==> config.mk <==
export PLATFORM = sky130hd
export DESIGN_NAME = rsum_front
export DESIGN_NICKNAME = d
export VERILOG_FILES = /design/src/rtl/rsum_front.sv
export SDC_FILE = /design/constraint.sdc
export NUM_CORES = 1
export LEC_CHECK = 0
export BUFFER_PORTS_ARGS = -buffer_cell sky130_fd_sc_hd__buf_4
export CELL_PAD_IN_SITES_DETAIL_PLACEMENT = 2
export CELL_PAD_IN_SITES_GLOBAL_PLACEMENT = 2
export CORE_ASPECT_RATIO = 2
export CORE_MARGIN = 2
export CORE_UTILIZATION = 24
export CTS_BUF_LIST = sky130_fd_sc_hd__clkbuf_16
export CTS_CLUSTER_DIAMETER = 40
export DETAILED_ROUTE_END_ITERATION = 7
export PLACE_DENSITY_LB_ADDON = 0.1
export SLEW_MARGIN = 0
export SYNTH_ARGS = -nofsm -noshare
export SYNTH_HDL_FRONTEND = slang
export SYNTH_SLANG_ARGS = --single-unit
==> constraint.sdc <==
create_clock -name clk -period 3.6 [get_ports clk]
set_clock_uncertainty 0.15 [all_clocks]
set_input_delay 0.72 -clock clk [delete_from_list [all_inputs] [get_ports clk]]
set_output_delay 0.72 -clock clk [all_outputs]
set_load 0.01 [all_outputs]
==> src/rtl/rsum_front.sv <==
module rsum_front #(
  parameter int MAX_SAMPLES = 1024
) (
  input  logic                              clk,
  input  logic                              rst,
  input  logic                              in_valid,
  output logic                              in_ready,
  input  logic signed [31:0]                sample_value,
  input  logic                              is_interest,
  input  logic                              last_item,
  output logic                              we,
  output logic [$clog2(MAX_SAMPLES)-1:0]    waddr,
  output logic [32:0]                       wdata,
  output logic                              push,
  output logic [2*$clog2(MAX_SAMPLES+1):0]  job,
  input  logic                              q_full,
  input  logic                              done
);

  localparam int CW = $clog2(MAX_SAMPLES + 1);
  localparam int AW = $clog2(MAX_SAMPLES);

  logic [CW-1:0] count;
  logic [CW-1:0] tally;
  logic          ovf;
  logic          busy;
  logic          acc;
  logic          room;
  logic [CW-1:0] count_next;
  logic [CW-1:0] tally_next;
  logic          ovf_next;

  assign in_ready   = !busy && !q_full;
  assign acc        = in_valid && in_ready;
  assign room       = (count < CW'(MAX_SAMPLES));
  assign we         = acc && room;
  assign waddr      = count[AW-1:0];
  // sign flip makes the key compare unsigned
  assign wdata      = {is_interest, ~sample_value[31], sample_value[30:0]};
  assign count_next = count + CW'(room);
  assign tally_next = tally + CW'(room && is_interest);
  assign ovf_next   = ovf | !room;
  assign push       = acc && last_item;
  assign job        = {ovf_next, tally_next, count_next};

  always_ff @(posedge clk) begin
    if (rst) begin
      count <= '0;
      tally <= '0;
      ovf   <= 1'b0;
      busy  <= 1'b0;
    end else begin
      if (acc) begin
        if (last_item) begin
          count <= '0;
          tally <= '0;
          ovf   <= 1'b0;
          busy  <= 1'b1;
        end else begin
          count <= count_next;
          tally <= tally_next;
          ovf   <= ovf_next;
        end
      end
      if (done) busy <= 1'b0;
    end
  end

`ifndef SYNTHESIS
  a_count_bound: assert property (@(posedge clk) disable iff (rst)
    count <= CW'(MAX_SAMPLES)) else $error("sample count past capacity");
  a_busy_blocks: assert property (@(posedge clk) disable iff (rst)
    busy |-> !in_ready) else $error("accepting while set is being ranked");
  a_push_busy: assert property (@(posedge clk) disable iff (rst)
    push |=> busy) else $error("set handed off without blocking the store");
`endif

endmodule

== Word level (Yosys, flattened, before mapping) ==
Cells that the tools add are included.

* Output and inout bits: 69
* Bits of input ports: 39
* Register bits after elaboration: 24

* Bitwise operators: 2
* Magnitude comparators: 1
* Muxes and demuxes: 3
* Add/subtract/negate cells: 2
* Reductions and logical operators: 10

{| class="wikitable"
|+ Operators with widths
! operator !! count
|-
| $add 11x1->11 || 2
|-
| $mux 11 || 2
|-
| $lt 11x11->1 const B || 1
|-
| $logic_and 1x1->1 || 5
|-
| $logic_not 1->1 || 3
|-
| $reduce_and 2->1 || 1
|-
| $reduce_or 2->1 || 1
|-
| $mux 1 || 1
|-
| $not 1->1 || 1
|-
| $or 1x1->1 || 1
|}

== Longest topological paths before layout ==
* Depth in word-level cells: 4
* Gate-level depth with buffers: 9
* Gate-level depth less buffers: 7

== Worst setup path after synthesis ==
Ideal clock, no wire load.

* Path type: input-to-output
* Start: in is_interest
* End: out job[21]
* Arrival time: 1.894 ns
* Stages: 7
* Setup slack: 0.836 ns
* Buffers on the path: 1
* Path through: nor2b_1 ha_1 ha_1 and3_1 buf_2 nand4_1 xnor2_1

* Longest elaborated chain between the ends: 2

{| class="wikitable"
|+ Ends and longest elaborated chain
! item !! RTL line !! RTL
|-
| start, declared || 9 || <nowiki>input logic is_interest,</nowiki>
|-
| $logic_and 1x1->1 || 41 || <nowiki>assign tally_next = tally + CW'(room && is_interest);</nowiki>
|-
| $add 11x1->11 || 41 ||
|-
| end, declared || 15 || <nowiki>output logic [2*$clog2(MAX_SAMPLES+1):0] job,</nowiki>
|}

Every way passes these cells.

== Worst setup path in the final report ==
Same ends and word-level chain as after synthesis.

==> run summary <==
Outcome - finished clean
Total track usage - 0.133
Clock-pin slew on the worst setup and hold paths - 0.07 ns
Routability cong. - 0.689
Worst slew pin tran - 0.618 ns
Residual DRC count - 0
Vias in the first global route - 1,690
Synth Area per Inst - 7.79 µm²
Leading area contributor after synthesis - dfxtp_1
# Max-Cap Violations - 0
Sequential share of the synthesized area - 0.272
P per Cell Area - 340 nW/µm²
Post-synth top cells - buf_4, dfxtp_1, a21oi_1, o21ai_0
Tot Pwr - 0.657 mW
Rows - 44
Die Height - 125 µm
Largest net degree at the start of global routing - 25
HP Class - flop to flop
Worst Path Max Fanout - 8
Fin. Hold Viols - 0
DRT iter0 DRCs - 59
Synth Flop Type - dfxtp_1
FFs w/ async S/R, synth - 0
Resized Gates After CTS - 0
Root Buffer - clkbuf_16
Clock Sinks - 24
Via/cell ratio - 4.91
RSZ-0062 raised after global routing - no
First-pass DRT Iterations - 3
H-tree Lvls - 1
LEAKAGE - 0.796 nW
FF+latch count, synth - 24
Slew headroom - 0.588
Synth Cell Area - 1770 µm²
Final worst slack - 0.507 ns
Count of pins over their slew limit - 0
Count leader, synth - buf_4
Syn. warnings - 0
Synth area leaders - dfxtp_1, buf_4, a21oi_1, xnor2_1, o21ai_0
Synth-to-layout area growth - 9.34%
Core area - 7210 µm²
Final Setup Violations - 0
Min cycle time layout - 3.09 ns
Grt total ovfl - 0
Clk_lat worst skew - 0.27 ns
Share of layout cells above drive strength 1 - 0.263
Number of fill cells - 865
Fmax - 0.323 GHz
DP Worst Slack - 0.484 ns
Number of synthesized flops with an enable pin - 0
CTS tree - built
Peak supply drop - 154 µV
ANT cells - 0
TritonCTS Buffers - 3
First-pass GRT wire length - 8310 µm
I/O pins - 108
End-of-flow core utilization - 0.268
Startpoint types - primary input
Post-CTS Setup Inserts - 0
Post-synthesis cell type count - 31
Worst Path Arrival - 2.22 ns
# nets final - 261
Setup tns final - 0 ns
CP Capture Type - primary output
Top cell type's share of synthesized area - 0.272
Drt total wl - 5030 µm
Port bufs - 45
Crit Path Class - primary input to primary output
Hold buffers post-CTS - 0
CP required - 2.73 ns
Maximum root-to-sink buffer count - 2
Tcrit/Tclk final - 0.859
Gate Count Post-Synth - 227
Initial Utilization - 0.245
Vias post-DR - 1,517
Die area - 8110 µm²
WL/cell - 16.3 µm
Number of antenna violations at the first check in global routing - 0
Die W - 64.7 µm
ANT nets after route - 0
Net count after synthesis - 270
Detailed Place HPWL - 3650 µm
[placed cells by master, fill, tap and decap left out, drive strengths merged, types with 3 or more instances in the layout]
cell and n:
buf 46, dfxtp 24, a21oi 23, o21ai 14, xnor2 12, nor2 12
nand2 11, or3 10, and3 7, nor3b 6, xor2 6, nand3b 6
a31oi 6, nand3 5, nand4 4, ha 4, and2 3, clkbuf 3
[registers in the layout (all words and copies together) (netlist names)]
name	count
tally	11
busy	1
ovf	1
count	11
[final cells by class]
cell class | count | area [µm²] | share of cell area
inverters | 2 | 7.51 | 0.00388
clock inverters | 1 | 30.0 | 0.0155
clock buffers | 3 | 75.1 | 0.0388
repair buffers | 46 | 345 | 0.179
well taps | 92 | 115 | 0.0595
flip-flops and latches | 24 | 480 | 0.249
multi-input cells | 141 | 880 | 0.455
[path summary, 6_finish.rpt]
kind | start | endpoint | slack [ns] | depth (start not counted)
worst max-delay path | is_interest | job[21] | 0.51 | 8
worst min-delay path | tally[0] | tally[0] | 0.32 | 2
worst max register to register | count[10] | tally[10] | 1.30 | 7
worst min register to register | tally[0] | tally[0] | 0.32 | 2
[worst max-delay path: stages]
cell and delay, ns:
buf_4 0.08, nor2b_1 0.13, ha_1 0.20, ha_1 0.22
and3_1 0.34, nand4_1 0.20, xnor2_1 0.18, buf_4 0.14
[stage by stage]
step                area (µm²)  cells  hold slack (ns)
floorplan                 1770    227            0.286
global placement          1830    305            0.297
detailed placement        1830    305            0.318
CTS                       1930    309            0.330
global route              1930    309            0.342
finish                    1930    309            0.324
[where the power goes]
part           total [mW]  leakage, nW  internal [mW]  switching (mW)
clock               0.338       0.0511          0.222           0.116
combinational      0.0508        0.552         0.0205          0.0303
sequential          0.268        0.193          0.266         0.00113
total               0.657        0.796          0.509           0.148
[routing by layer]
layer / wire length [µm] / global-route usage
met4: 109 / 0.0651
met3: 177 / 0.0171
met2: 2720 / 0.243
met1: 2020 / 0.145
met5: 0 / 0
[cell families (layout without fill, tap and decap cells)]
family / after synthesis / in the layout / share of synthesized area
flip-flops: 24 / 24 / 0.272
adder cells (fa/ha/maj): 4 / 4 / 0.0283
XOR/XNOR: 18 / 18 / 0.0892
AO/OA/AOI/OAI: 46 / 46 / 0.140
AND/OR/NAND/NOR: 72 / 72 / 0.234
buffers and inverters: 62 / 52 / 0.231
multiplexers: 1 / 1 / 0.00566
(Power assumes the default switching activity.)
