===== src/rtl/rsum_queue.sv =====
module rsum_queue #(
  parameter int WIDTH = 23
) (
  input  logic             clk,
  input  logic             rst,
  input  logic             push,
  input  logic [WIDTH-1:0] din,
  output logic             full,
  input  logic             pop,
  output logic [WIDTH-1:0] dout,
  output logic             nonempty
);

  logic [WIDTH-1:0] slot [2];
  logic             wp;
  logic             rp;
  logic [1:0]       fill;

  assign full     = (fill == 2'd2);
  assign nonempty = (fill != 2'd0);
  assign dout     = slot[rp];

  always_ff @(posedge clk) begin
    if (push && !full) begin
      slot[wp] <= din;
    end
    if (rst) begin
      wp   <= 1'b0;
      rp   <= 1'b0;
      fill <= 2'd0;
    end else begin
      if (push && !full) wp <= ~wp;
      if (pop && nonempty) rp <= ~rp;
      fill <= fill + 2'((push && !full) ? 1 : 0) - 2'((pop && nonempty) ? 1 : 0);
    end
  end

endmodule


===== config.mk =====
export PLATFORM = sky130hd
export DESIGN_NAME = rsum_queue
export DESIGN_NICKNAME = d
export VERILOG_FILES = /design/src/rtl/rsum_queue.sv
export SDC_FILE = /design/constraint.sdc
export NUM_CORES = 1
export LEC_CHECK = 0
export ABC_AREA = 0
export CAP_MARGIN = 25
export CORE_UTILIZATION = 56
export DETAILED_ROUTE_END_ITERATION = 12
export DONT_BUFFER_PORTS = 1
export PLACE_DENSITY = 0.75
export RECOVER_POWER = 25
export SLEW_MARGIN = 20
export SYNTH_ARGS = -nofsm -noshare
export SYNTH_HDL_FRONTEND = slang
export SYNTH_SLANG_ARGS = --single-unit

===== constraint.sdc =====
create_clock -name clk -period 4 [get_ports clk]
set_input_delay 0.2 -clock clk [delete_from_list [all_inputs] [get_ports clk]]
set_output_delay 0.2 -clock clk [all_outputs]
set_load 0.1 [all_outputs]

# Yosys cells after proc, flatten, opt, wreduce, memory -nomap -nowiden
# Memory sizes are Yosys's and may differ from the RTL's. A register that Yosys moved wholly into a read port is not among the register bits.
# Index checks and enable logic that the tools add are counted.
[word_totals]
mem_bits_rw = 46
output_inout_bits = 25
reg_bits = 4
n_memories = 1
[memory_table]
columns = ["memory", "depth", "width", "rd", "rd_clocked_by_memory_dff", "wr", "line_no", "text"]
rows = [
  ["slot", 2, 23, 1, 1, 1, "14", "logic [WIDTH-1:0] slot [2];"],
]
[classes]
bitwise_logic = 2
n_mux = 6
n_reduce_logical = 4
addsub = 2
n_eq_ne = 1
[ops]
columns = ["operator", "count"]
rows = [
  ["1-bit two-way mux", 6],
  ["2-bit by 1-bit adder with 2-bit output", 1],
  ["2-bit equality test, second input constant", 1],
  ["1-bit logical AND", 2],
  ["1-bit inverter", 2],
  ["2-bit nonzero test", 1],
  ["2-bit by 1-bit subtractor with 2-bit output", 1],
  ["1-bit logical NOT", 1],
]

# Depth between registers and ports, before layout
# Gate-level depths: netlist of run 1.
[logic_depth]
ltp_word = 6
mapped_depth = 8

# Least setup slack after synthesis of run 1
# OpenSTA, ideal clock, no wires.
[synth_timing]
path_type = "reg2reg"
from = "register fill[0]"
to = "memory slot[0][0], enable pin"
setup_slack_ns = 2.092
t_required_ns = 3.622
path_stages_with_launch = 5
setup_time_ns = 0.378
arrival_time_ns = 1.531
n_path_buf = 0
path_cell_list = "dfxtp_1 nand2b_2 inv_2 or3_1 inv_1"
[synth_between]
elab_chain_cells = 5
[synth_lines]
columns = ["item", "line_no", "text"]
rows = [
  ["from (decl)", "17", "logic [1:0] fill;"],
  ["from (signal assigned)", "34", "fill <= fill + 2'((push && !full) ? 1 : 0) - 2'((pop && nonempty) ? 1 : 0);"],
  ["2-bit equality test", "19", "assign full = (fill == 2'd2);"],
  ["named net full", "8", "output logic full,"],
  ["1-bit logical NOT", "24", "if (push && !full) begin"],
  ["1-bit logical AND", "24", ""],
  ["1-bit two-way mux", "24", ""],
  ["1-bit two-way mux (implied by the code)", "25", "slot[wp] <= din;"],
  ["to (decl)", "14", ""],
]
# The timed path passes the listed nets, and every way through them passes these cells.

==> results.py, run 1 <==
metrics = {
    "worst_setup_path": {
        "crit_buf_inv": 0,
        "cp_num_cells": 1,
        "r2r-start": "fill[0]",
        "slowest_delay_ns": 0.99,
        "reg2reg_depth": 4,
        "worstReg2RegEnd": "slot[0][10]",
        "cp_slowest_cell": "dfxtp_1",
        "path_cells": "mux2_2",
        "crit_path_end": "dout[21]",
        "criticalPathCategory": "reg2out",
        "critPathCaptureType": "output pin",
        "startpoint_type": "register",
        "crit_family": "flip-flops",
        "required_ns": 3.80,
        "critPathMaxFanout": 23,
        "reg2reg_setup_slack_ns": 1.82,
        "cp.arrival_ns": 2.02,
    },
    "logic_synthesis": {
        "yosys.area_share.simple": 0.0266,
        "synth_top_family_by_area": "multiplexers",
        "syn-mean-instance-area_um2": 19.4,
        "synth_cell_types": 19,
        "muxShareOfSynthArea": 0.137,
        "synth_warnings": 0,
        "yosys.area_share.adder": 0.0133,
        "synth_compound_area_frac": 0.00930,
        "yosysSeqAreaShare": 0.786,
        "synthCells": 97,
        "netlist_area_um2": 1880,
        "syn-num-nets": 126,
        "ys_ff_latch": 51,
        "synth_xor_area_frac": 0.0139,
    },
    "cts": {
        "cts_tree": "built",
        "h-tree-depth": 2,
        "clock_latency_ns": 0.34,
        "root_buffer": "clkbuf_4",
        "cts_setup_buffers": 0,
        "cts.path.max_buffers": 2,
        "clk_pin_slew_ns": 0.12,
        "cts.sinks": 51,
        "cts_buffers": 5,
    },
    "finish": {
        "fill_cells": 206,
        "drive_gt1_frac": 0.262,
        "synthToLayoutAreaGrowth_pct": 18.9,
        "nets": 155,
        "layout.core_utilization": 0.716,
        "multi_input_area_um2": 378,
        "seqCellArea_um2": 1480,
        "diodes": 0,
    },
    "timing": {
        "fin_crit_sh": 0.554,
        "fin_crit_ns": 2.22,
        "setup_violations": 0,
        "fmax_ghz": 0.451,
        "tightest_slew_ns": 0.980,
        "fin_worst_skew_ns": 0.00393,
        "slew_violations": 0,
        "finalHoldViolCount": 0,
        "slew_headroom": 0.346,
        "tns_ns": 0,
        "rsz0062_at_grt": "false",
    },
    "route": {
        "dr.first_iter.drc_count": 34,
        "wirelength_um": 2730,
        "antenna_left": 0,
        "route.detailed.drc": 0,
        "post_drt_wl_per_cell_um": 16.0,
        "vias": 892,
        "viasPerCell": 5.25,
        "first_pass_iters": 4,
    },
    "grt": {
        "grt_pass1_vias": 889,
        "grt_overflow_total": 0,
        "grt_pass1_wl_um": 3970,
        "grt_max_degree": 24,
        "grtUsageTotal": 0.165,
        "antenna_found_initial": 0,
    },
    "placed_design": {
        "place.detailed.hpwl_um": 1670,
        "gp_congestion": 0.623,
        "io_buffers": 0,
    },
    "floorplanning": {
        "ios": 52,
        "core_um2": 3130,
        "die-area_um2": 3600,
        "initial_core_util": 0.602,
        "die_h_um": 60.0,
        "rows": 20,
        "die_x_um": 60.0,
    },
    "flow_run": {
        "maxCapViolCount": 0,
    },
    "worst_hold_path": {
        "min_from": "push",
        "hold_path.class": "in2reg",
    },
    "run_status": {
        "status": "complete, no violations",
    },
}
logic make-up after synthesis:
| kind of cell | count (synthesis) |
|---|---|
| buffers and inverters | 6 |
| AOI/OAI and AO/OA | 3 |
| adders and majority gates | 2 |
| DFF | 51 |
| and+or+nand+nor | 9 |
| muxes | 23 |
| xor gates and xnor gates | 3 |
cells in the mapped netlist, drive strengths merged:
cell type / count / area share
buf: 2 / 0.0053
xor2: 1 / 0.0046
nor2b: 1 / 0.0033
ha: 2 / 0.013
o21ai: 1 / 0.0027
inv: 4 / 0.0080
nor2: 3 / 0.0060
xnor2: 2 / 0.0093
nand2: 1 / 0.0020
or2: 1 / 0.0033
or3: 1 / 0.0033
and3: 1 / 0.0040
nand2b: 1 / 0.0046
a21oi: 1 / 0.0027
mux2: 23 / 0.14
o21a: 1 / 0.0040
edfxtp: 46 / 0.73
dfxtp: 5 / 0.053
flip-flops by register name, indices dropped and copies added (netlist names), named ones only:
name  flops
wp        1
slot     46
rp        1
fill      2
final cells by class:
cell class | count | share of cell area
sequential | 51 | 0.661
timing repair buffer | 24 | 0.107
multi-input combinational | 40 | 0.169
inverter | 4 | 0.00670
tap | 44 | 0.0246
clock inverter | 1 | 0.0134
clock buffer | 6 | 0.0184
routing by layer:
layer	part of all wire	track usage	vias up
met2	0.55	0.283	28
met4	0.017	0.110	0
met5	0	0	-
met1	0.37	0.171	435
met3	0.056	0.0541	5
li1	-	-	424
placed cells by master, fill, tap and decap left out, types with 2 or more instances in the layout:
master and instances:
inv_1 3, mux2_2 23, clkbuf_4 5, dfxtp_1 5
xnor2_1 2, edfxtp_1 46, dlygate4sd3_1 24, nor2_1 3
ha_1 2
timing repair:
| item | in CTS | in global routing |
|---|---|---|
| gates resized for setup | 0 | 0 |
| hold buffers | 24 | 0 |
| hold endpoints to repair | 51 | 0 |
worst min path at each step:
| stage | end | cells after the start |
|---|---|---|
| floorplan | wp | 1 |
| global placement | wp | 1 |
| detailed placement | wp | 1 |
| CTS | wp | 3 |
| global route | wp | 3 |
| finish | wp | 3 |
per-stage QoR:
| step | hold WS [ns] | setup WS [ns] | instance area, µm² | instances |
|---|---|---|---|---|
| global route | 0.115 | 1.63 | 2240 | 170 |
| CTS | 0.103 | 1.71 | 2240 | 170 |
| global placement | 0.273 | 1.87 | 1930 | 139 |
| finish | 0.117 | 1.78 | 2240 | 170 |
| floorplan | 0.269 | 2.09 | 1880 | 97 |
| detailed placement | 0.274 | 1.81 | 1930 | 139 |
Power of run 1 is left out: the tool's default activity adds up to more than one toggle a clock period on the data nets, which glitch-free logic cannot reach.
==> run 2, diff against run 1 <==
clock period = 2.13 ns   (was 4 ns; I/O delays follow)
==> results.py, run 2 (synthesis gave the netlist of run 1 again) <==
metrics = {
    "cts": {
        "h-tree-depth": 2,
        "cts.path.max_buffers": 2,
        "clock_latency_ns": 0.34,
        "root_buffer": "clkbuf_4",
        "cts.sinks": 51,
        "cts_buffers": 5,
        "cts_tree": "built",
        "clk_pin_slew_ns": 0.12,
    },
    "timing": {
        "fin_crit_ns": 1.82,
        "fin_crit_sh": 0.856,
        "tns_ns": 0,
        "rsz0062_at_grt": "false",
        "tightest_slew_ns": 0.553,
        "setup_violations": 0,
        "fmax_ghz": 0.548,
        "finalHoldViolCount": 0,
        "slew_violations": 0,
        "fin_worst_skew_ns": 0.00374,
        "slew_headroom": 0.631,
        "worst_hold_slack_ns": 0.0210,
    },
    "worst_setup_path": {
        "startpoint_type": "register",
        "cp_slowest_cell": "dfxtp_1",
        "cp.arrival_ns": 1.72,
        "crit_family": "flip-flops",
        "required_ns": 2.02,
        "path_cells": "buf_12, mux2_2, buf_4",
        "critPathCaptureType": "output pin",
        "r2r-start": "fill[0]",
        "crit_buf_inv": 2,
        "critPathMaxFanout": 16,
        "criticalPathCategory": "reg2out",
        "slowest_delay_ns": 0.57,
    },
    "floorplanning": {
        "die-area_um2": 3600,
        "rows": 20,
        "core_um2": 3130,
        "die_x_um": 60.0,
        "initial_core_util": 0.602,
        "ios": 52,
        "die_h_um": 60.0,
    },
    "placed_design": {
        "place_inst": 165,
        "io_buffers": 0,
        "place.detailed.hpwl_um": 2040,
        "gp_congestion": 0.632,
    },
    "finish": {
        "largest_reg_flops": 46,
        "synthToLayoutAreaGrowth_pct": 29.4,
        "drive_gt1_frac": 0.379,
        "nets": 181,
        "final_cell_count_no_fill": 197,
        "top_regs": "slot (46), fill (2)",
        "diodes": 0,
        "top_register": "slot",
        "final_cell_mix": "edfxtp_1 (46), dlygate4sd3_1 (24), buf_4 (24)",
        "layout_commonest_cell": "edfxtp_1",
        "fill_cells": 204,
    },
    "power_and_ir_drop": {
        "power_per_cell_area_nw_per_um2": 1420,
        "finalPower_uw": 3470,
        "combinationalPowerShare": 0.513,
        "intPower_uw": 1810,
        "power.switching_uw": 1660,
        "peakVddDrop_mv": 0.894,
        "switching_share": 0.479,
        "power_leakage_uw": 0.000899,
        "pwr-share-seq": 0.378,
        "power.share.clock": 0.109,
    },
    "grt": {
        "grt_pass1_vias": 1049,
        "grtUsageTotal": 0.205,
        "antenna_found_initial": 0,
        "grt_pass1_wl_um": 4930,
        "grt_overflow_total": 0,
        "grt_max_degree": 24,
    },
    "route": {
        "route.detailed.drc": 0,
        "post_drt_wl_per_cell_um": 16.1,
        "wirelength_um": 3160,
        "first_pass_iters": 4,
        "antenna_left": 0,
        "viasPerCell": 5.04,
        "dr.first_iter.drc_count": 30,
        "vias": 993,
    },
    "run_status": {
        "status": "complete, no violations",
    },
    "worst_hold_path": {
        "hold_path.class": "in2reg",
        "min_from": "push",
    },
    "flow_run": {
        "maxCapViolCount": 0,
    },
}
## run 2: worst paths after layout
path	slack, ns	depth (start not counted)	endpoint
setup reg to reg	0.36	5	slot[0][10]
hold / removal	0.02	3	wp
hold reg to reg	0.53	2	wp
setup / recovery	0.31	3	dout[0]
## run 2: power by group through the flow
stage | Sequential, µW | Combinational, µW | Clock [µW]
after floorplan | 1300 | 1450 | 0
after global placement | 1320 | 1720 | 0
after detailed placement | 1340 | 1740 | 0
after CTS | 1310 | 1790 | 393
after global routing | 1330 | 1840 | 431
final | 1310 | 1780 | 377
## run 2: per-layer routing
| layer | GRT usage | vias up | part of all wire |
|---|---|---|---|
| li1 | - | 479 | - |
| met1 | 0.210 | 472 | 0.37 |
| met2 | 0.379 | 37 | 0.57 |
| met3 | 0.0476 | 5 | 0.046 |
| met4 | 0.110 | 0 | 0.017 |
| met5 | 0 | - | 0 |
## run 2: per-stage QoR
step           area (µm²)  utilization  setup WS [ns]
2_1_floorplan        1880            -          0.222
3_3_place_gp         2150        0.687          0.490
3_5_place_dp         2150        0.687          0.409
4_1_cts              2440        0.780          0.263
5_1_grt              2440        0.780          0.190
6_report             2440        0.780          0.306
## run 2: area by class of cell
cell class              instances  area (µm²)  share of cell area
multi-input cells              40         378               0.155
clock buffers                   6        41.3              0.0169
well taps                      44        55.1              0.0226
inverters                       4        15.0             0.00616
clock inverters                 2        7.51             0.00308
repair buffers                 50         460               0.189
flip-flops and latches         51        1480               0.607
## run 2: worst register-to-register path: cells and delay by family (launching register included)
family | cells | cell delay, ns
buffers and inverters | 3 | 0.58
AND/OR/NAND/NOR | 2 | 0.50
flip-flops | 1 | 0.41
## run 2: timing repair
action / CTS / global route
endpoints found under the hold margin: 51 / 0
resized for setup: 0 / 0
buffers inserted: 0 / 0
hold buffers: 24 / 0
(Power assumes the default switching activity.)
