File: config.mk
export PLATFORM = sky130hd
export DESIGN_NAME = rsum_back
export DESIGN_NICKNAME = d
export VERILOG_FILES = /design/src/rtl/rsum_pkg.sv /design/src/rtl/rsum_back.sv
export SDC_FILE = /design/constraint.sdc
export NUM_CORES = 1
export LEC_CHECK = 0
export ABC_AREA = 1
export ABC_CLOCK_PERIOD_IN_PS = 7700
export BUFFER_PORTS_ARGS = -buffer_cell sky130_fd_sc_hd__buf_2
export CAP_MARGIN = 20
export CORE_ASPECT_RATIO = 1.75
export CORE_UTILIZATION = 55
export CTS_CLUSTER_DIAMETER = 30
export DETAILED_ROUTE_END_ITERATION = 12
export GPL_ROUTABILITY_DRIVEN = 0
export GPL_TIMING_DRIVEN = 1
export PLACE_DENSITY = 0.73
export SYNTH_ARGS = -nofsm -noshare
export SYNTH_HDL_FRONTEND = slang
export SYNTH_SLANG_ARGS = --single-unit
export TNS_END_PERCENT = 5
File: constraint.sdc
create_clock -name clk -period 7.7 [get_ports clk]
set_clock_uncertainty 0.15 [all_clocks]
set_input_delay 0.385 -clock clk [delete_from_list [all_inputs] [get_ports clk]]
set_output_delay 0.385 -clock clk [all_outputs]
set_load 0.01 [all_outputs]
File: src/rtl/rsum_pkg.sv
package rsum_pkg;

  localparam int KEY_W      = 32;
  localparam int RANK_W     = 21;
  localparam int U_W        = 20;
  localparam int TIE_W      = 30;
  localparam int OUT_CNT_W  = 11;
  localparam int ERR_W      = 2;

  localparam logic [ERR_W-1:0] ERR_OK    = 2'd0;
  localparam logic [ERR_W-1:0] ERR_EMPTY = 2'd1;
  localparam logic [ERR_W-1:0] ERR_DROP  = 2'd2;

  typedef struct packed {
    logic [RANK_W-1:0]    rank_sum_doubled;
    logic [U_W-1:0]       u_doubled;
    logic [TIE_W-1:0]     tie_total;
    logic [OUT_CNT_W-1:0] interest_count;
    logic [OUT_CNT_W-1:0] background_count;
    logic [ERR_W-1:0]     error_code;
  } result_t;

endpackage

File: src/rtl/rsum_back.sv
module rsum_back #(
  parameter int MAX_SAMPLES = 1024
) (
  input  logic                              clk,
  input  logic                              rst,
  input  logic                              job_valid,
  input  logic [2*$clog2(MAX_SAMPLES+1):0]  job,
  output logic                              job_pop,
  output logic [$clog2(MAX_SAMPLES)-1:0]    raddr,
  input  logic [32:0]                       rdata,
  output logic                              done,
  output rsum_pkg::result_t                 res,
  output logic                              out_valid,
  input  logic                              out_ready
);

  localparam int CW = $clog2(MAX_SAMPLES + 1);
  localparam int AW = $clog2(MAX_SAMPLES);
  localparam int RW = 2 * CW + 2;
  localparam int XW = RW + 32;

  localparam logic [2:0] S_IDLE = 3'd0;
  localparam logic [2:0] S_RDI  = 3'd1;
  localparam logic [2:0] S_LATI = 3'd2;
  localparam logic [2:0] S_SCAN = 3'd3;
  localparam logic [2:0] S_ACC  = 3'd4;
  localparam logic [2:0] S_FIN  = 3'd5;
  localparam logic [2:0] S_RES  = 3'd6;

  logic [2:0]                st;
  logic [CW-1:0]             n;
  logic [CW-1:0]             n1;
  logic                      ovf;
  logic [CW-1:0]             i;
  logic [CW-1:0]             k;
  logic                      pv;
  logic [31:0]               ki;
  logic                      fi;
  logic [CW-1:0]             less;
  logic [CW-1:0]             eq;
  logic [RW-1:0]             rank2;
  logic [rsum_pkg::TIE_W-1:0] ties;
  logic [2*CW-1:0]           p1;
  logic [2*CW-1:0]           p2;
  logic [2*CW-1:0]           sq;
  logic [RW-1:0]             top;
  logic [RW-1:0]             u2;
  logic                      empty;
  logic                      load;

  assign raddr   = (st == S_SCAN) ? k[AW-1:0] : i[AW-1:0];
  assign job_pop = (st == S_IDLE) && job_valid;
  assign sq      = eq * eq;
  assign top     = {p1, 1'b0} + RW'(p2);
  assign u2      = (top >= rank2) ? top - rank2 : '0;
  assign empty   = (n1 == '0) || (n1 == n);
  assign load    = (st == S_RES) && (!out_valid || out_ready);

  always_ff @(posedge clk) begin
    unique case (st)
      S_IDLE: if (job_valid) begin
        n     <= job[CW-1:0];
        n1    <= job[2*CW-1:CW];
        ovf   <= job[2*CW];
        i     <= '0;
        rank2 <= '0;
        ties  <= '0;
      end
      S_RDI: ;
      S_LATI: begin
        ki   <= rdata[31:0];
        fi   <= rdata[32];
        k    <= '0;
        pv   <= 1'b0;
        less <= '0;
        eq   <= '0;
      end
      S_SCAN: begin
        // read data trails the address by the RAM's output register
        if (k != n) begin
          k  <= k + CW'(1);
          pv <= 1'b1;
        end else begin
          pv <= 1'b0;
        end
        if (pv) begin
          if (rdata[31:0] < ki) less <= less + CW'(1);
          else if (rdata[31:0] == ki) eq <= eq + CW'(1);
        end
      end
      S_ACC: begin
        // each member of a run of t adds t^2-1
        ties <= ties + rsum_pkg::TIE_W'(XW'(sq) - XW'(1));
        if (fi) rank2 <= rank2 + RW'({less, 1'b0}) + RW'(eq) + RW'(1);
        i <= i + CW'(1);
      end
      S_FIN: begin
        p1 <= n1 * (n - n1);
        p2 <= n1 * (n1 + CW'(1));
      end
      S_RES: ;
      default: ;
    endcase
    if (load) begin
      res.rank_sum_doubled <= empty ? '0 : rsum_pkg::RANK_W'(XW'(rank2));
      res.u_doubled        <= empty ? '0 : rsum_pkg::U_W'(XW'(u2));
      res.tie_total        <= ties;
      res.interest_count   <= rsum_pkg::OUT_CNT_W'(XW'(n1));
      res.background_count <= rsum_pkg::OUT_CNT_W'(XW'(n - n1));
      res.error_code       <= empty ? rsum_pkg::ERR_EMPTY
                            : (ovf ? rsum_pkg::ERR_DROP : rsum_pkg::ERR_OK);
    end
  end

  always_ff @(posedge clk) begin
    if (rst) begin
      st        <= S_IDLE;
      out_valid <= 1'b0;
      done      <= 1'b0;
    end else begin
      done <= load;
      if (load) out_valid <= 1'b1;
      else if (out_ready) out_valid <= 1'b0;
      unique case (st)
        S_IDLE: if (job_valid) st <= S_RDI;
        S_RDI:  st <= S_LATI;
        S_LATI: st <= S_SCAN;
        S_SCAN: if (k == n && !pv) st <= S_ACC;
        S_ACC:  st <= (i == n - CW'(1)) ? S_FIN : S_RDI;
        S_FIN:  st <= S_RES;
        S_RES:  if (load) st <= S_IDLE;
        default: st <= S_IDLE;
      endcase
    end
  end

`ifndef SYNTHESIS
  a_scan_index: assert property (@(posedge clk) disable iff (rst)
    (st == S_SCAN) |-> (i < n)) else $error("rank index past set size");
  a_empty_zero: assert property (@(posedge clk) disable iff (rst)
    (out_valid && res.error_code == rsum_pkg::ERR_EMPTY) |->
      (res.rank_sum_doubled == '0 && res.u_doubled == '0))
    else $error("empty group with nonzero statistic");
  a_done_after_load: assert property (@(posedge clk) disable iff (rst)
    done |-> out_valid) else $error("store released before result posted");
`endif

endmodule

Word level (Yosys, flattened, before mapping)
Index checks and enable logic that the tools add are counted.
{"block": "totals", "register_bits": 299, "in_bits": 60, "out_inout_bits": 108, "word_cells": 111}
{"block": "op_classes", "n_addsub": 15, "mul": 3, "magnitude_cmp": 2, "n_eq_ne": 20, "muxes": 27, "n_bitwise": 1, "reduce_logical": 20}
{"op": "one-hot mux 11 bit (2 select lines)", "count": 4}
{"op": "two-way mux 11 bit", "count": 7}
{"op": "one-hot mux 30 bit (2 select lines)", "count": 1}
{"op": "two-way mux 24 bit", "count": 2}
{"op": "one-hot mux 24 bit (2 select lines)", "count": 1}
{"op": "adder 11 x 1 -> 11 bit, second input constant", "count": 4}
{"op": "== test 11 bit", "count": 3}
{"op": "== test 32 bit", "count": 1}
{"op": "less-than comparator 32 bit", "count": 1}
{"op": "adder 30 bit", "count": 1}
{"op": "two-way mux 30 bit", "count": 1}
{"op": "adder 23 x 22 -> 24 bit", "count": 1}
{"op": "adder 24 x 1 -> 24 bit, second input constant", "count": 1}
{"op": "adder 24 x 11 -> 24 bit", "count": 1}
{"op": "adder 24 x 12 -> 24 bit", "count": 1}
{"op": ">= comparator 24 bit", "count": 1}
{"op": "subtractor 22 x 1 -> 23 bit, second input constant", "count": 1}
{"op": "multiplier 11 x 11 -> 22 bit", "count": 1}
{"op": "multiplier 11 x 12 -> 22 bit", "count": 1}
{"op": "multiplier 12 x 12 -> 22 bit", "count": 1}
{"op": "one-hot mux 3 bit (7 select lines)", "count": 1}
{"op": "subtractor 20 bit", "count": 1}
{"op": "adder 11 x 1 -> 12 bit, second input constant", "count": 1}
{"op": "two-way mux 3 bit", "count": 4}
{"op": "24 further kinds", "count": 46}

Logic depth before layout (Yosys ltp)
{"block": "logic_depth", "ltp_word": 5, "depth_mapped": 35, "ltp_nobuf": 34}

Least setup slack after synthesis
No wires, ideal clock.
{"block": "synth_timing", "path_kind": "reg2reg", "from": "register n1[5]", "to": "register p1[19] (data pin)", "setup_ns": 0.252, "arrival_time_ns": 6.061, "required_ns": 7.298, "slack_ns": 1.237, "path_stages_with_launch": 31, "n_path_buf": 1, "period_less_slack_ns": 6.463, "path_cell_list": "edfxtp_1 inv_1 clkbuf_1 ha_1 nand2_1 nor2_1 o21ai_0 o2111ai_1 or2_2 nand2_1 inv_1 nand2_1 fa_1 fa_1 inv_1 fa_1 fa_1 inv_1 fa_1 inv_1 ha_1 nand2_1 a21oi_1 a211oi_1 o21ai_0 nand3_1 nand2_1 nand2_1 nand2_1 nand2_1 nand2_1"}
{"block": "synth_between", "elab_chain_len": 2}
{"element": "start, declared", "line_no": "rsum_back.sv:32", "source": "logic [CW-1:0] n1;"}
{"element": "start signal, assigned", "line_no": "rsum_back.sv:63", "source": "n1 <= job[2*CW-1:CW];"}
{"element": "subtractor 11 x 11 -> 12 bit", "line_no": "rsum_back.sv:98", "source": "p1 <= n1 * (n - n1);"}
{"element": "multiplier 12 x 12 -> 22 bit *", "line_no": "rsum_back.sv:98"}
{"element": "end signal, assigned", "line_no": "rsum_back.sv:98"}
{"element": "end, declared", "line_no": "rsum_back.sv:43", "source": "logic [2*CW-1:0] p1;"}
Every way passes the cells marked *; elsewhere a longest branch is shown, timed or not.
A chain may end at the register's enable or synchronous reset.

Worst setup path in the final report
{"block": "layout_timing", "from": "register eq[3]", "to": "register ties[29] (netlist name) (data pin)"}
{"block": "layout_between", "elab_chain_len": 4}
{"element": "start, declared", "line_no": "rsum_back.sv:40", "source": "logic [CW-1:0] eq;"}
{"element": "start signal, assigned", "line_no": "rsum_back.sv:88", "source": "else if (rdata[31:0] == ki) eq <= eq + CW'(1);"}
{"element": "multiplier 11 x 11 -> 22 bit", "line_no": "rsum_back.sv:53", "source": "assign sq = eq * eq;"}
{"element": "subtractor 22 x 1 -> 23 bit", "line_no": "rsum_back.sv:93", "source": "ties <= ties + rsum_pkg::TIE_W'(XW'(sq) - XW'(1));"}
{"element": "adder 30 bit", "line_no": "rsum_back.sv:93"}
{"element": "one-hot mux 30 bit (2 select lines)", "line_no": "rsum_back.sv:60", "source": "unique case (st)"}
{"element": "end signal, assigned", "line_no": "rsum_back.sv:93"}
{"element": "end, declared", "line_no": "rsum_back.sv:42", "source": "logic [rsum_pkg::TIE_W-1:0] ties;"}
Every way passes these cells.

==> results.yml <==
drt:
  vias_per_cell: 5.58
  totalWireLength_mm: 81.9
  dr.pass1.iters: 6
  drt.antenna.violating_nets: 0
  vias: 24700
  drc: 0
  first_iter_violations: 1577
  routedWlPerCell_um: 18.5
floorplan:
  rows: 112
  die_h_um: 311
  dieArea_sq_mm: 0.0554
  die_x_um: 178
  ios: 168
  initial_utilization: 0.559
  core_sq_mm: 0.0535
logic_synthesis:
  synth_cell_types: 61
  ys_ff_latch: 298
  synth.top_cells.by_count: "inv_1 (694), nand2_1 (632), ha_1 (336)"
  synthArstFlopShare: 0
  synth_edf_count: 293
  synth_top_area_cell: "edfxtp_1"
  post-synth-top-count-cell: "inv_1"
  synth_nets: 4100
  post_synth_instance_area_sq_mm: 0.0299
  synthCells: 3439
  yosysTopAreaCellShare: 0.294
  ys_seq_area_frac: 0.297
  yosysWarnings: 0
  ys.flop_type: "edfxtp_1"
  avgSynthCellArea_sq_um: 8.70
  synth.area.top_cells: "edfxtp_1 (29%), fa_1 (18%), ha_1 (14%)"
sta:
  setup_viol: 0
  rsz0062_at_grt: "false"
  post-route-period-util: 0.923
  whs_ns: 0.0661
  slew_headroom: 0.271
  worst_pin_slew_ns: 1.09
  finalMaxSlewViolations: 0
  fin_ws_ns: 0.594
  period_minus_slack_ns: 7.11
  tns_ns: 0
  max_clock_freq_mhz: 141
  hold_viol: 0
setup_path:
  critical_path_class: "register to register"
  start_kind: "register"
  worstPathRequired_ns: 7.88
  crit_path_end_kind: "register"
  cp.arrival_ns: 7.29
  worst-path-max-fanout: 13
min_path:
  hold_class: "input pin to register"
global_route:
  antenna_found_initial: 2
  grt_max_degree: 75
  grt_usage: 0.306
  grt_pass1_wl_mm: 130
  overflow: 0
  busiest_layer: "met2"
  use_met3: 0.0430
  use_met1: 0.285
  met2_usage: 0.565
  grt_pass1_vias: 26200
placement:
  pre_cts_slack_ns: 0.646
  place_hpwl_mm: 64.7
  port_buffers: 167
layout:
  fin_nets: 4357
  fillers: 4640
  layout-drive-gt1-share: 0.0923
  area_delta_synth_final_pct: 13.6
cts:
  clock-sinks: 298
  h-tree-depth: 2
  tritoncts: "yes"
  post_cts_buffers: 0
  clk_path_buf_depth: 3
  cts_made_buffers: 50
  clk_pin_slew_ns: 0.06
  clockRootBuffer: "clkbuf_16"
  clk_latency_ns: 0.59
job:
  maxCapViolations: 0
run_status:
  status: "finished, final reports clean"
## sequential cells by signal, summed over array words and instances, names as in the netlist, 21 cells and up
name	count
rank2	24
res	95
p1	22
ties	30
ki	32
p2	21
## final timing paths
path	startpoint	cells past startpoint	to	slack (ns)
setup / recovery	eq[3]$_SDFFCE_PN0P_	27	ties[29]$_SDFFCE_PN0P_	0.59
hold / removal	job_valid	5	st[1]$_SDFFE_PP0P_	0.07
setup reg to reg	eq[3]$_SDFFCE_PN0P_	27	ties[29]$_SDFFCE_PN0P_	0.59
hold reg to reg	ties[0]$_SDFFCE_PN0P_	0	res[24]$_DFFE_PP_	0.31
## per-layer routing
layer  wire length, um  share of wire
met2             43100           0.53
met4              8300           0.10
met5                 0              0
met1             26600           0.32
met3              3990          0.049
## per-stage QoR
| step | cell area [sq um] | util | cells |
|---|---|---|---|
| after floorplan | 29900 | - | 3439 |
| after global placement | 31700 | 0.591 | 4270 |
| after detailed placement | 31700 | 0.591 | 4270 |
| after CTS | 34000 | 0.635 | 4421 |
| after global routing | 34000 | 0.635 | 4424 |
| final | 34000 | 0.635 | 4424 |
## what timing repair did
action | in CTS | in global routing
hold buffers | 57 | 0
hold endpoints to repair | 61 | 0
resized for setup | 0 | 0
## worst max-delay path, cell delays in order (launching register included)
cell	delay, ns
edfxtp_1	0.70
nand2_1	0.16
fa_1	0.56
inv_1	0.08
fa_1	0.48
fa_1	0.52
fa_1	0.55
inv_1	0.06
fa_1	0.52
inv_1	0.04
ha_1	0.37
a21o_1	0.22
a21boi_0	0.15
nand2_1	0.11
nand2_1	0.11
nand3_1	0.10
nand2_1	0.09
nand2_1	0.24
ha_1	0.50
nand2_1	0.11
nor2_1	0.15
inv_1	0.08
nor4_1	0.34
nand3_1	0.13
nand2_1	0.12
nand3_1	0.08
nand2_1	0.06
nor2_1	0.04
## kinds of logic (layout without fill, tap and decap cells)
group | after synthesis | after routing | synth area share
XOR/XNOR | 120 | 120 | 0.0359
AND/OR/NAND/NOR | 1188 | 1188 | 0.165
buffers and inverters | 754 | 1053 | 0.0955
AO/OA/AOI/OAI | 478 | 478 | 0.0880
flip-flops | 298 | 298 | 0.297
adder cells (fa/ha/maj) | 601 | 601 | 0.318
other | 0 | 2 | 0
## cell usage in the layout, fill, tap and decap left out, drive strengths merged, types with 2 or more instances in the layout
master | Yosys | layout
nand3 | 94 | 94
clkinvlp | 0 | 3
xor2 | 74 | 74
nor3b | 6 | 6
nor2 | 338 | 338
o21a | 9 | 9
o21bai | 14 | 14
buf | 16 | 201
fa | 265 | 265
inv | 699 | 721
o211ai | 7 | 7
nor4 | 17 | 17
a221oi | 3 | 3
a21oi | 242 | 242
dfxtp | 5 | 5
o21ai | 152 | 152
nand3b | 2 | 2
xnor2 | 46 | 46
a211oi | 4 | 4
dlygate4sd3 | 0 | 57
o31ai | 5 | 5
and2 | 3 | 3
and3 | 4 | 4
or2 | 10 | 10
edfxtp | 293 | 293
clkbuf | 37 | 52
nand4 | 36 | 36
diode | 0 | 2
a21boi | 2 | 2
a21o | 20 | 20
ha | 336 | 336
clkinv | 2 | 18
nor3 | 41 | 41
a31oi | 13 | 13
nor4b | 2 | 2
nand2 | 634 | 634
## cell type report
type	instances	area, sq um	area share
antenna	2	5.00	0.000147
clock buffer	52	1280	0.0377
clock inverter	42	465	0.0137
inverter	701	2630	0.0774
multi-input combinational	2387	18200	0.535
sequential	298	8900	0.262
tap	684	856	0.0252
timing repair buffer	258	1670	0.0491
Power is not shown: default switching activity piles up to over one toggle a cycle in this logic, so the estimate is an artifact.
